### src/rtl/ljfd_pkg.sv
// shared types for the longest-job-first dispatcher
package ljfd_pkg;

  localparam int unsigned IdW    = 8;
  localparam int unsigned BurstW = 16;
  localparam int unsigned TickW  = 32;
  localparam int unsigned QueueW = 5;

  localparam logic CmdArrival = 1'b0;
  localparam logic CmdTick    = 1'b1;

  typedef struct packed {
    logic [TickW-1:0]  since;
    logic [BurstW-1:0] burst;
    logic [IdW-1:0]    id;
  } q_entry_t;

  typedef struct packed {
    logic     done;
    q_entry_t best;
  } sched_res_t;

  typedef struct packed {
    logic [TickW-1:0]  now_tick;
    logic [QueueW-1:0] queued_jobs;
    logic              busy_res;
    logic [TickW-1:0]  dispatch_wait;
    logic [BurstW-1:0] dispatch_burst;
    logic [IdW-1:0]    dispatch_id;
    logic              dispatch_valid;
    logic              arrival_accepted;
  } result_t;

  typedef enum logic [1:0] {
    SC_IDLE,
    SC_SCAN,
    SC_MOVE
  } sched_state_e;

  typedef enum logic [1:0] {
    TP_IDLE,
    TP_WAIT,
    TP_OUT
  } top_state_e;

endpackage

### src/rtl/ljfd_ram.sv
// generic single-write, single-read ram with registered read data
module ljfd_ram #(
  parameter int unsigned WIDTH = 8,
  parameter int unsigned DEPTH = 16
) (
  input  logic                     clk_i,
  input  logic                     we_i,
  input  logic [$clog2(DEPTH)-1:0] waddr_i,
  input  logic [WIDTH-1:0]         wdata_i,
  input  logic [$clog2(DEPTH)-1:0] raddr_i,
  output logic [WIDTH-1:0]         rdata_o
);

  logic [WIDTH-1:0] mem_q [DEPTH];
  logic [WIDTH-1:0] rdata_q;

  always_ff @(posedge clk_i) begin
    if (we_i) begin
      mem_q[waddr_i] <= wdata_i;
    end
    rdata_q <= mem_q[raddr_i];
  end

  assign rdata_o = rdata_q;

endmodule

### src/rtl/ljfd_sched.sv
// queue store with longest-burst scan and compaction sequencer
module ljfd_sched import ljfd_pkg::*; #(
  parameter int unsigned QUEUE_DEPTH = 16
) (
  input  logic                             clk_i,
  input  logic                             rst_ni,
  input  logic                             push_i,
  input  logic [$clog2(QUEUE_DEPTH)-1:0]   push_idx_i,
  input  q_entry_t                         push_entry_i,
  input  logic                             start_i,
  input  logic [$clog2(QUEUE_DEPTH+1)-1:0] count_i,
  output sched_res_t                       res_o
);

  localparam int unsigned IdxW = $clog2(QUEUE_DEPTH);
  localparam int unsigned CntW = $clog2(QUEUE_DEPTH + 1);

  sched_state_e    state_q, state_d;
  logic [CntW-1:0] cnt_q, cnt_d;
  logic [CntW-1:0] rd_cnt_q, rd_cnt_d;
  logic            rd_vld_q, rd_vld_d;
  logic [IdxW-1:0] rd_addr_q, rd_addr_d;
  logic [IdxW-1:0] best_idx_q, best_idx_d;
  q_entry_t        best_q, best_d;
  logic            done_q, done_d;

  logic            issue;
  logic            mv_we;
  logic            ram_we;
  logic [IdxW-1:0] ram_waddr;
  q_entry_t        ram_wdata;
  q_entry_t        ram_rdata;

  // next state
  always_comb begin
    state_d = state_q;
    unique case (state_q)
      SC_IDLE: begin
        if (start_i) begin
          state_d = SC_SCAN;
        end
      end
      SC_SCAN: begin
        if (!issue && !rd_vld_q) begin
          state_d = SC_MOVE;
        end
      end
      SC_MOVE: begin
        if (!issue && !rd_vld_q) begin
          state_d = SC_IDLE;
        end
      end
      default: state_d = SC_IDLE;
    endcase
  end

  // outputs and datapath control
  always_comb begin
    issue      = 1'b0;
    mv_we      = 1'b0;
    cnt_d      = cnt_q;
    rd_cnt_d   = rd_cnt_q;
    best_idx_d = best_idx_q;
    best_d     = best_q;
    done_d     = 1'b0;
    unique case (state_q)
      SC_IDLE: begin
        if (start_i) begin
          cnt_d    = count_i;
          rd_cnt_d = '0;
        end
      end
      SC_SCAN: begin
        issue = (rd_cnt_q < cnt_q);
        if (issue) begin
          rd_cnt_d = rd_cnt_q + 1'b1;
        end
        if (rd_vld_q && ((rd_addr_q == '0) || (ram_rdata.burst >= best_q.burst))) begin
          best_d     = ram_rdata;
          best_idx_d = rd_addr_q;
        end
        if (!issue && !rd_vld_q) begin
          rd_cnt_d = CntW'(best_idx_q) + 1'b1;
        end
      end
      SC_MOVE: begin
        issue = (rd_cnt_q < cnt_q);
        if (issue) begin
          rd_cnt_d = rd_cnt_q + 1'b1;
        end
        mv_we = rd_vld_q;
        if (!issue && !rd_vld_q) begin
          done_d = 1'b1;
        end
      end
      default: ;
    endcase
  end

  assign rd_vld_d  = issue;
  assign rd_addr_d = rd_cnt_q[IdxW-1:0];

  assign ram_we    = push_i | mv_we;
  assign ram_waddr = push_i ? push_idx_i : (rd_addr_q - 1'b1);
  assign ram_wdata = push_i ? push_entry_i : ram_rdata;

  always_ff @(posedge clk_i or negedge rst_ni) begin
    if (!rst_ni) begin
      state_q  <= SC_IDLE;
      rd_vld_q <= 1'b0;
      done_q   <= 1'b0;
    end else begin
      state_q  <= state_d;
      rd_vld_q <= rd_vld_d;
      done_q   <= done_d;
    end
  end

  always_ff @(posedge clk_i) begin
    cnt_q      <= cnt_d;
    rd_cnt_q   <= rd_cnt_d;
    rd_addr_q  <= rd_addr_d;
    best_idx_q <= best_idx_d;
    best_q     <= best_d;
  end

  ljfd_ram #(
    .WIDTH ($bits(q_entry_t)),
    .DEPTH (QUEUE_DEPTH)
  ) u_ram (
    .clk_i   (clk_i),
    .we_i    (ram_we),
    .waddr_i (ram_waddr),
    .wdata_i (ram_wdata),
    .raddr_i (rd_addr_d),
    .rdata_o (ram_rdata)
  );

  assign res_o.done = done_q;
  assign res_o.best = best_q;

endmodule

### src/rtl/longest_job_first_dispatcher_unit.sv
// Non-preemptive longest-job-first dispatcher. An arrival item (tuser 0) queues a job,
// stamped with the current tick, unless the queue of QUEUE_DEPTH entries is full. A tick
// item (tuser 1) retires the running job once its finish tick is reached, then, when no job
// runs, starts the queued job with the largest burst (ties go to the latest arrival) and
// reports its wait, and last advances the tick. Every item gives exactly one result item.
// Items are handled one at a time; the result register lets the next item in while a result
// waits. A tick that dispatches reads the queue memory once per entry to find the longest
// job and again for each entry behind it to close the gap, through the single read port.
module longest_job_first_dispatcher_unit import ljfd_pkg::*; #(
  parameter int unsigned QUEUE_DEPTH = 16
) (
  input  logic        clk_i,
  input  logic        rst_ni,
  input  logic        s_axis_tvalid,
  output logic        s_axis_tready,
  input  logic [23:0] s_axis_tdata,  // job_id[7:0], job_burst[23:8]
  input  logic        s_axis_tuser,  // cmd
  output logic        m_axis_tvalid,
  input  logic        m_axis_tready,
  // arrival_accepted[0], dispatch_valid[1], dispatch_id[9:2], dispatch_burst[25:10],
  // dispatch_wait[57:26], busy_res[58], queued_jobs[63:59], now_tick[95:64]
  output logic [95:0] m_axis_tdata
);

  localparam int unsigned IdxW = $clog2(QUEUE_DEPTH);
  localparam int unsigned CntW = $clog2(QUEUE_DEPTH + 1);

  top_state_e       state_q, state_d;
  logic [CntW-1:0]  count_q;
  logic [TickW-1:0] tick_q;
  logic             run_q;
  logic [TickW-1:0] finish_q;
  result_t          res_q;
  logic             m_valid_q;
  result_t          m_data_q;

  logic              in_acc;
  logic              is_tick;
  logic              full;
  logic              run_next;
  logic              need_dispatch;
  logic              push;
  logic              start;
  logic              load_out;
  q_entry_t          push_entry;
  sched_res_t        sres;
  logic [TickW-1:0]  tick_inc;
  logic [TickW-1:0]  wait_ticks;
  logic [TickW:0]    fin_sum;
  logic [TickW-1:0]  fin_sat;

  assign in_acc        = s_axis_tvalid & s_axis_tready;
  assign is_tick       = (s_axis_tuser == CmdTick);
  assign full          = (count_q == CntW'(QUEUE_DEPTH));
  assign run_next      = run_q & (tick_q < finish_q);
  assign need_dispatch = !run_next && (count_q != '0);
  assign tick_inc      = tick_q + 1'b1;
  assign wait_ticks    = tick_q - sres.best.since;
  assign fin_sum       = {1'b0, tick_q} + {{(TickW + 1 - BurstW){1'b0}}, sres.best.burst};
  assign fin_sat       = fin_sum[TickW] ? '1 : fin_sum[TickW-1:0];

  assign push_entry.id    = s_axis_tdata[7:0];
  assign push_entry.burst = s_axis_tdata[23:8];
  assign push_entry.since = tick_q;

  // next state
  always_comb begin
    state_d = state_q;
    unique case (state_q)
      TP_IDLE: begin
        if (in_acc) begin
          state_d = (is_tick && need_dispatch) ? TP_WAIT : TP_OUT;
        end
      end
      TP_WAIT: begin
        if (sres.done) begin
          state_d = TP_OUT;
        end
      end
      TP_OUT: begin
        if (!m_valid_q || m_axis_tready) begin
          state_d = TP_IDLE;
        end
      end
      default: state_d = TP_IDLE;
    endcase
  end

  // outputs
  always_comb begin
    s_axis_tready = 1'b0;
    push          = 1'b0;
    start         = 1'b0;
    load_out      = 1'b0;
    unique case (state_q)
      TP_IDLE: begin
        s_axis_tready = 1'b1;
        push          = in_acc && !is_tick && !full;
        start         = in_acc && is_tick && need_dispatch;
      end
      TP_WAIT: ;
      TP_OUT: begin
        load_out = !m_valid_q || m_axis_tready;
      end
      default: ;
    endcase
  end

  always_ff @(posedge clk_i or negedge rst_ni) begin
    if (!rst_ni) begin
      state_q   <= TP_IDLE;
      count_q   <= '0;
      tick_q    <= '0;
      run_q     <= 1'b0;
      finish_q  <= '0;
      m_valid_q <= 1'b0;
    end else begin
      state_q <= state_d;
      if (push) begin
        count_q <= count_q + 1'b1;
      end
      if (state_q == TP_IDLE && in_acc && is_tick) begin
        run_q <= run_next;
        if (!need_dispatch) begin
          tick_q <= tick_inc;
        end
      end
      if (state_q == TP_WAIT && sres.done) begin
        run_q    <= 1'b1;
        finish_q <= fin_sat;
        count_q  <= count_q - 1'b1;
        tick_q   <= tick_inc;
      end
      if (load_out) begin
        m_valid_q <= 1'b1;
      end else if (m_axis_tready) begin
        m_valid_q <= 1'b0;
      end
    end
  end

  // pending result and output payload
  always_ff @(posedge clk_i) begin
    if (state_q == TP_IDLE && in_acc) begin
      res_q.dispatch_valid   <= 1'b0;
      res_q.dispatch_id      <= '0;
      res_q.dispatch_burst   <= '0;
      res_q.dispatch_wait    <= '0;
      res_q.arrival_accepted <= !is_tick && !full;
      res_q.busy_res         <= is_tick ? run_next : run_q;
      res_q.queued_jobs      <= (!is_tick && !full) ? QueueW'(count_q + 1'b1)
                                                    : QueueW'(count_q);
      res_q.now_tick         <= is_tick ? tick_inc : tick_q;
    end
    if (state_q == TP_WAIT && sres.done) begin
      res_q.dispatch_valid <= 1'b1;
      res_q.dispatch_id    <= sres.best.id;
      res_q.dispatch_burst <= sres.best.burst;
      res_q.dispatch_wait  <= wait_ticks;
      res_q.busy_res       <= 1'b1;
      res_q.queued_jobs    <= QueueW'(count_q - 1'b1);
      res_q.now_tick       <= tick_inc;
    end
    if (load_out) begin
      m_data_q <= res_q;
    end
  end

  ljfd_sched #(
    .QUEUE_DEPTH (QUEUE_DEPTH)
  ) u_sched (
    .clk_i        (clk_i),
    .rst_ni       (rst_ni),
    .push_i       (push),
    .push_idx_i   (count_q[IdxW-1:0]),
    .push_entry_i (push_entry),
    .start_i      (start),
    .count_i      (count_q),
    .res_o        (sres)
  );

  assign m_axis_tvalid = m_valid_q;
  assign m_axis_tdata  = m_data_q;

endmodule
### config.mk
export PLATFORM = sky130hd
export DESIGN_NAME = longest_job_first_dispatcher_unit
export DESIGN_NICKNAME = d
export VERILOG_FILES = /design/src/rtl/ljfd_pkg.sv /design/src/rtl/ljfd_ram.sv /design/src/rtl/ljfd_sched.sv /design/src/rtl/longest_job_first_dispatcher_unit.sv
export SDC_FILE = /design/constraint.sdc
export NUM_CORES = 1
export LEC_CHECK = 0
export BUFFER_PORTS_ARGS = -buffer_cell sky130_fd_sc_hd__buf_2
export CAP_MARGIN = 20
export CORE_MARGIN = 2
export CORE_UTILIZATION = 40
export DETAILED_ROUTE_END_ITERATION = 10
export SYNTH_ARGS = -nofsm -noshare
export SYNTH_HDL_FRONTEND = slang
export SYNTH_SLANG_ARGS = --single-unit
export TNS_END_PERCENT = 5
### constraint.sdc
create_clock -name clk_i -period 7.9 [get_ports clk_i]
set_input_delay 0.395 -clock clk_i [delete_from_list [all_inputs] [get_ports clk_i]]
set_output_delay 0.395 -clock clk_i [all_outputs]
set_load 0.03 [all_outputs]
==> results of run 1 <==
-- registers in the layout, summed over array words and instances, names as in the netlist --
signal and flops:
u_sched.best_idx_q 4, res_q 96, u_sched.done_q 1, state_q 2
tick_q 32, run_q 1, u_sched.rd_vld_q 1, u_sched.rd_addr_q 4
count_q 5, u_sched.state_q 2, u_sched.res_o 56, u_sched.rd_cnt_q 5
finish_q 32, m_axis_tvalid 1, u_sched.cnt_q 5, m_axis_tdata 96
u_sched.u_ram.mem_q 896, u_sched.u_ram.rdata_o 56
-- through the flow --
stage | power [µW] | worst slack (ns) | util | cell area, µm²
global route | 22900 | 2.65 | 0.462 | 60000
finish | 21900 | 2.96 | 0.462 | 60000
floorplan | 13700 | 2.67 | - | 52500
CTS | 22200 | 2.91 | 0.462 | 59900
global placement | 15600 | 2.95 | 0.425 | 55200
detailed placement | 15600 | 2.94 | 0.426 | 55200
-- worst paths after layout --
path                                                    to  slack [ns]
min in group clk_i                           m_axis_tvalid        0.07
max in group asynchronous                        tick_q[3]        6.63
worst min-delay path                            tick_q[29]        0.07
worst max register to register  u_sched.u_ram.mem_q[7][14]        2.96
worst min register to register            m_axis_tdata[89]        0.42
worst max-delay path            u_sched.u_ram.mem_q[7][14]        2.96
-- layer usage --
layer,wire [µm],track usage
met1,55000,0.263
met5,21,0
met2,56500,0.281
met3,6680,0.0261
met4,2550,0.0522
-- logic make-up (layout without fill, tap and decap cells) --
kind of cell,Yosys count,in the layout,share of synthesized area
simple gates,570,570,0.0490
compound gates,346,346,0.0446
other cells,0,1,0
mux,288,288,0.122
flops,1295,1295,0.722
xor+xnor,103,103,0.0172
buf+inv,244,540,0.0185
fa+ha+maj,111,111,0.0268
-- power groups by stage --
stage / Combinational (µW) / Sequential (µW) / Clock (µW)
after global routing: 6020 / 9960 / 6920
after CTS: 5620 / 9880 / 6660
after detailed placement: 5610 / 10000 / 0
after global placement: 5560 / 10000 / 0
after floorplan: 3640 / 10000 / 0
final: 5520 / 9880 / 6510
-- cell type report --
type                       count  area [µm²]
clock buffer                 175        3790
clock inverter                81         863
antenna                        1        2.50
sequential                  1295       37900
inverter                     110         415
timing repair buffer         174        1120
fill                       11108       69800
tap                         1742        2180
multi-input combinational   1418       13800
-- placed cells by master, fill, tap and decap left out, types with 57 or more instances in the layout --
cell type,count
buf_2,125
o21ai_0,71
nand2_1,251
inv_1,108
mux4_2,280
ha_1,109
dfrtp_1,77
dfxtp_1,62
edfxtp_1,1156
nor2_1,133
a21oi_1,73
clkbuf_16,142
xnor2_1,57
-- critical path: stages (launching register included) --
cell	delay, ns
dfrtp_1	0.56
inv_1	0.09
ha_1	0.24
nor3b_2	0.20
a21oi_1	0.54
and2_4	0.81
nand2_1	0.16
o21ai_0	0.16
nand2_1	0.30
nor2_4	0.88
buf_4	0.60
-- timing repair --
item	in CTS	in global routing
hold buffers	2	0
hold endpoints to repair	11	0
setup endpoints to repair	0	0
==> impl_metrics.yaml, run 1 <==
power:
  p_sw_uw: 6630
  leakage_uw: 0.0206
  share_comb_of_total_power: 0.252
  clkPwrFrac: 0.297
  power.internal_uw: 15300
  p_seq_frac: 0.451
  p_sw_frac: 0.303
  irDropWorstVdd_mv: 0.364
  power_density_nw_per_um2: 365
placement:
  gp_congestion: 0.824
  port_buffers: 126
  dp_hpwl_um: 72000
  post-place-cells: 4733
run:
  maxCapViolCount: 0
timing:
  finalHoldViolCount: 0
  fmax_mhz: 203
  tns_ns: 0
  period_share: 0.625
  worstMarginPinSlew_ns: 1.11
  skew_ns: 0.0303
  relSlewSlack: 0.259
  rsz0062_at_grt: "false"
  min_period_ns: 4.94
  setup_viol: 0
  drv_slew: 0
  worst_hold_slack_ns: 0.0704
clocking:
  cts_resized: 0
  cts_buffers: 139
  clk_path_buf_depth: 3
  clk_pin_slew_worst_paths_ns: 0.06
  cts_sinks: 1295
  cts_setup_buffers: 0
  cts_tree: "yes"
  clockRootBuffer: "clkbuf_16"
  h-tree-depth: 4
  clock_latency_ns: 0.76
worst_setup_path:
  critPathRequiredTime_ns: 8.28
  start_kind: "flop"
  crit_type: "flop to flop"
  cp-end-kind: "flop"
  arrival_ns: 5.31
  r2r_cells: 10
  crit_start: "count_q[0]"
  reg2reg_from: "count_q[0]"
  crit_fanout: 63
logic_synthesis:
  synth_top_area_frac: 0.662
  synth_cell_types: 87
  postSynthCellCount: 2957
  ys_top_cells_by_count: "edfxtp_1, mux4_2, nand2_1, nor2_1"
  synth_top_flop_cell: "edfxtp_1"
  synth.most_common_cell: "edfxtp_1"
  synth_edf_count: 1156
  yosysSeqAreaShare: 0.722
  syn_avg_cell_area_um2: 17.7
  synth-seq-cells: 1295
  synth_top_area_cell: "edfxtp_1"
  yosys-top-cells-area: "edfxtp_1, mux4_2, dfrtp_1"
  synthArstFlopShare: 0.0595
  synth_fp_nets: 3097
  syn_area_um2: 52500
  synth.yosys.warnings: 0
global_routing:
  grt_pass1_wl_um: 179000
  grt_pass1_vias: 26871
  grtUsageTotal: 0.180
  grt_max_degree: 131
  antenna_found_initial: 5
  grt_overflow: 0
detailed_routing:
  drtIter0Drc: 2388
  drc: 0
  drt-vias-per-instance: 5.38
  routedWlPerCell_um: 24.2
  antenna_left: 0
  drt-pass1-iter-count: 7
  routed_wl_um: 121000
  num_vias: 26872
die:
  placement_rows: 132
  ios: 127
  core_region_area_um2: 130000
  dieArea_um2: 134000
  die_w_um: 366
  start_util: 0.404
  die_h_um: 366
worst_hold_path:
  hp-class: "primary input to async pin"
finish:
  drive_gt1_frac: 0.223
  fin_nets: 3278
  final_cells: 4996
  area_delta_synth_final_pct: 14.4
outcome:
  status: "completed"
No activity file was read; power rests on OpenSTA's default activity.
==> run 2: changes to the inputs <==
==> constraint.sdc (replaced) <==
create_clock -name clk_i -period 5.2 [get_ports clk_i]
set_input_delay 0.26 -clock clk_i [delete_from_list [all_inputs] [get_ports clk_i]]
set_output_delay 0.26 -clock clk_i [all_outputs]
set_load 0.03 [all_outputs]
==> impl_metrics.yaml, run 2 (same netlist as run 1, synthesis figures left out) <==
detailed_routing:
  routed_wl_um: 124000
  drt-pass1-iter-count: 5
  drt-vias-per-instance: 5.44
  drtIter0Drc: 2631
  routedWlPerCell_um: 24.9
  num_vias: 27193
  drc: 0
  antenna_left: 0
finish:
  antenna_cells: 0
  fillCellCount: 11021
  drive_gt1_frac: 0.221
  fin_nets: 3285
  fin_area_um2: 60100
  largest_reg_flops: 896
  final_cell_mix: "edfxtp_1, mux4_2, nand2_1, clkbuf_16, nor2_1"
  regArea_um2: 37900
  final_common_cell: "edfxtp_1"
  area_delta_synth_final_pct: 14.5
  top_register: "u_sched.u_ram.mem_q"
  multi_input_area_um2: 13800
worst_setup_path:
  cp_slowest_stage_delay_ns: 0.80
  cp_cell_sequence: "inv_1, ha_1, nor3b_2, a21oi_1, and2_4, o21a_1, nand2_1, nor2_4, buf_4"
  arrival_ns: 4.79
  critPathRequiredTime_ns: 5.56
  cp-end-kind: "flop"
  crit_fanout: 41
  crit_type: "flop to flop"
  start_kind: "flop"
  slowest_stage: "buf_4"
clocking:
  clk_path_buf_depth: 3
  cts_setup_buffers: 0
  cts_resized: 0
  cts_tree: "yes"
  cts_buffers: 137
  cts_sinks: 1295
  clock_latency_ns: 0.75
  clk_pin_slew_worst_paths_ns: 0.06
  clockRootBuffer: "clkbuf_16"
  h-tree-depth: 4
timing:
  skew_ns: 0.0387
  fmax_mhz: 226
  worst_slack_ns: 0.769
  tns_ns: 0
  min_period_ns: 4.43
  rsz0062_at_grt: "false"
  worstMarginPinSlew_ns: 1.10
  relSlewSlack: 0.270
  setup_viol: 0
  period_share: 0.852
  drv_slew: 0
  finalHoldViolCount: 0
global_routing:
  grt_overflow: 0
  antenna_found_initial: 7
  grt_pass1_vias: 26942
  grtUsageTotal: 0.184
  grt_pass1_wl_um: 183000
  grt_max_degree: 138
die:
  die_h_um: 366
  placement_rows: 132
  die_w_um: 366
  dieArea_um2: 134000
  ios: 127
  start_util: 0.404
  core_region_area_um2: 130000
worst_hold_path:
  hp-class: "primary input to async pin"
power:
  leakage_uw: 0.0206
  irDropWorstVdd_mv: 0.447
  power_density_nw_per_um2: 553
placement:
  port_buffers: 126
  pre_cts_slack_ns: 0.723
  gp_congestion: 0.823
  dp_hpwl_um: 73900
  placedInstanceArea_um2: 55500
run:
  maxCapViolCount: 0
outcome:
  status: "completed"
==> run 2: cell count changes in the layout (fill, tap and decap cells not counted), moves of 2 or more <==
cell	change
clkbuf_8	-5
buf_12	+15
inv_6	-3
clkinv_2	-5
dlygate4sd3_1	+2
clkbuf_1	+9
buf_16	-4
clkinv_4	-2
buf_4	-3
==> run 2: layer usage <==
metal	global-route usage	up-vias	share of wire
met1	0.273	14165	0.46
met4	0.0509	0	0.022
met5	0	-	0
met2	0.283	828	0.46
met3	0.0297	179	0.057
li1	-	12021	-
==> run 2: layout make-up <==
type                            instances  area share
Sequential cell                      1295       0.631
Inverter                              110     0.00692
Clock buffer                          179      0.0623
Timing Repair Buffer                  183      0.0216
Tap cell                             1742      0.0363
Clock inverter                         71      0.0131
Multi-Input combinational cell       1418       0.229
==> run 2: path summary, 6_finish.rpt <==
path,startpoint,to,slack (ns),cells past startpoint
max,count_q[0],u_sched.u_ram.mem_q[8][28],0.77,9
min,rst_ni,count_q[1],0.02,2
max reg2reg,count_q[0],u_sched.u_ram.mem_q[8][28],0.77,9
min reg2reg,res_q[69],m_axis_tdata[69],0.39,0
max in group asynchronous,rst_ni,finish_q[4],4.06,3
min in group clk_i,s_axis_tvalid,res_q[1],0.08,4
==> run 2: critical path: cells and delay by family (launching register included) <==
kind                       cells  cell delay, ns
AOI/OAI and AO/OA              2            0.78
adders and majority gates      1            0.24
buffers and inverters          2            0.89
DFF                            1            0.56
and+or+nand+nor                4            1.56
==> run 2: metrics by stage <==
stage	cells	total power (µW)	hold WS, ns	util
finish	4998	33200	0.0233	0.463
global route	4998	34700	0.0326	0.463
CTS	4998	33600	0.000137	0.463
detailed placement	4744	23800	0.220	0.428
global placement	4744	23700	0.215	0.428
floorplan	2957	20800	-0.0356	-
==> run 2: what timing repair did <==
item / CTS / global route
hold buffers: 4 / 0
hold endpoints to repair: 27 / 0
endpoints found under the setup margin: 0 / 0
==> run 2: report_power, final <==
part | internal, µW | total, µW | switching, µW
Combinational | 3230 | 8550 | 5330
Clock | 5670 | 9730 | 4060
Sequential | 14200 | 15000 | 757
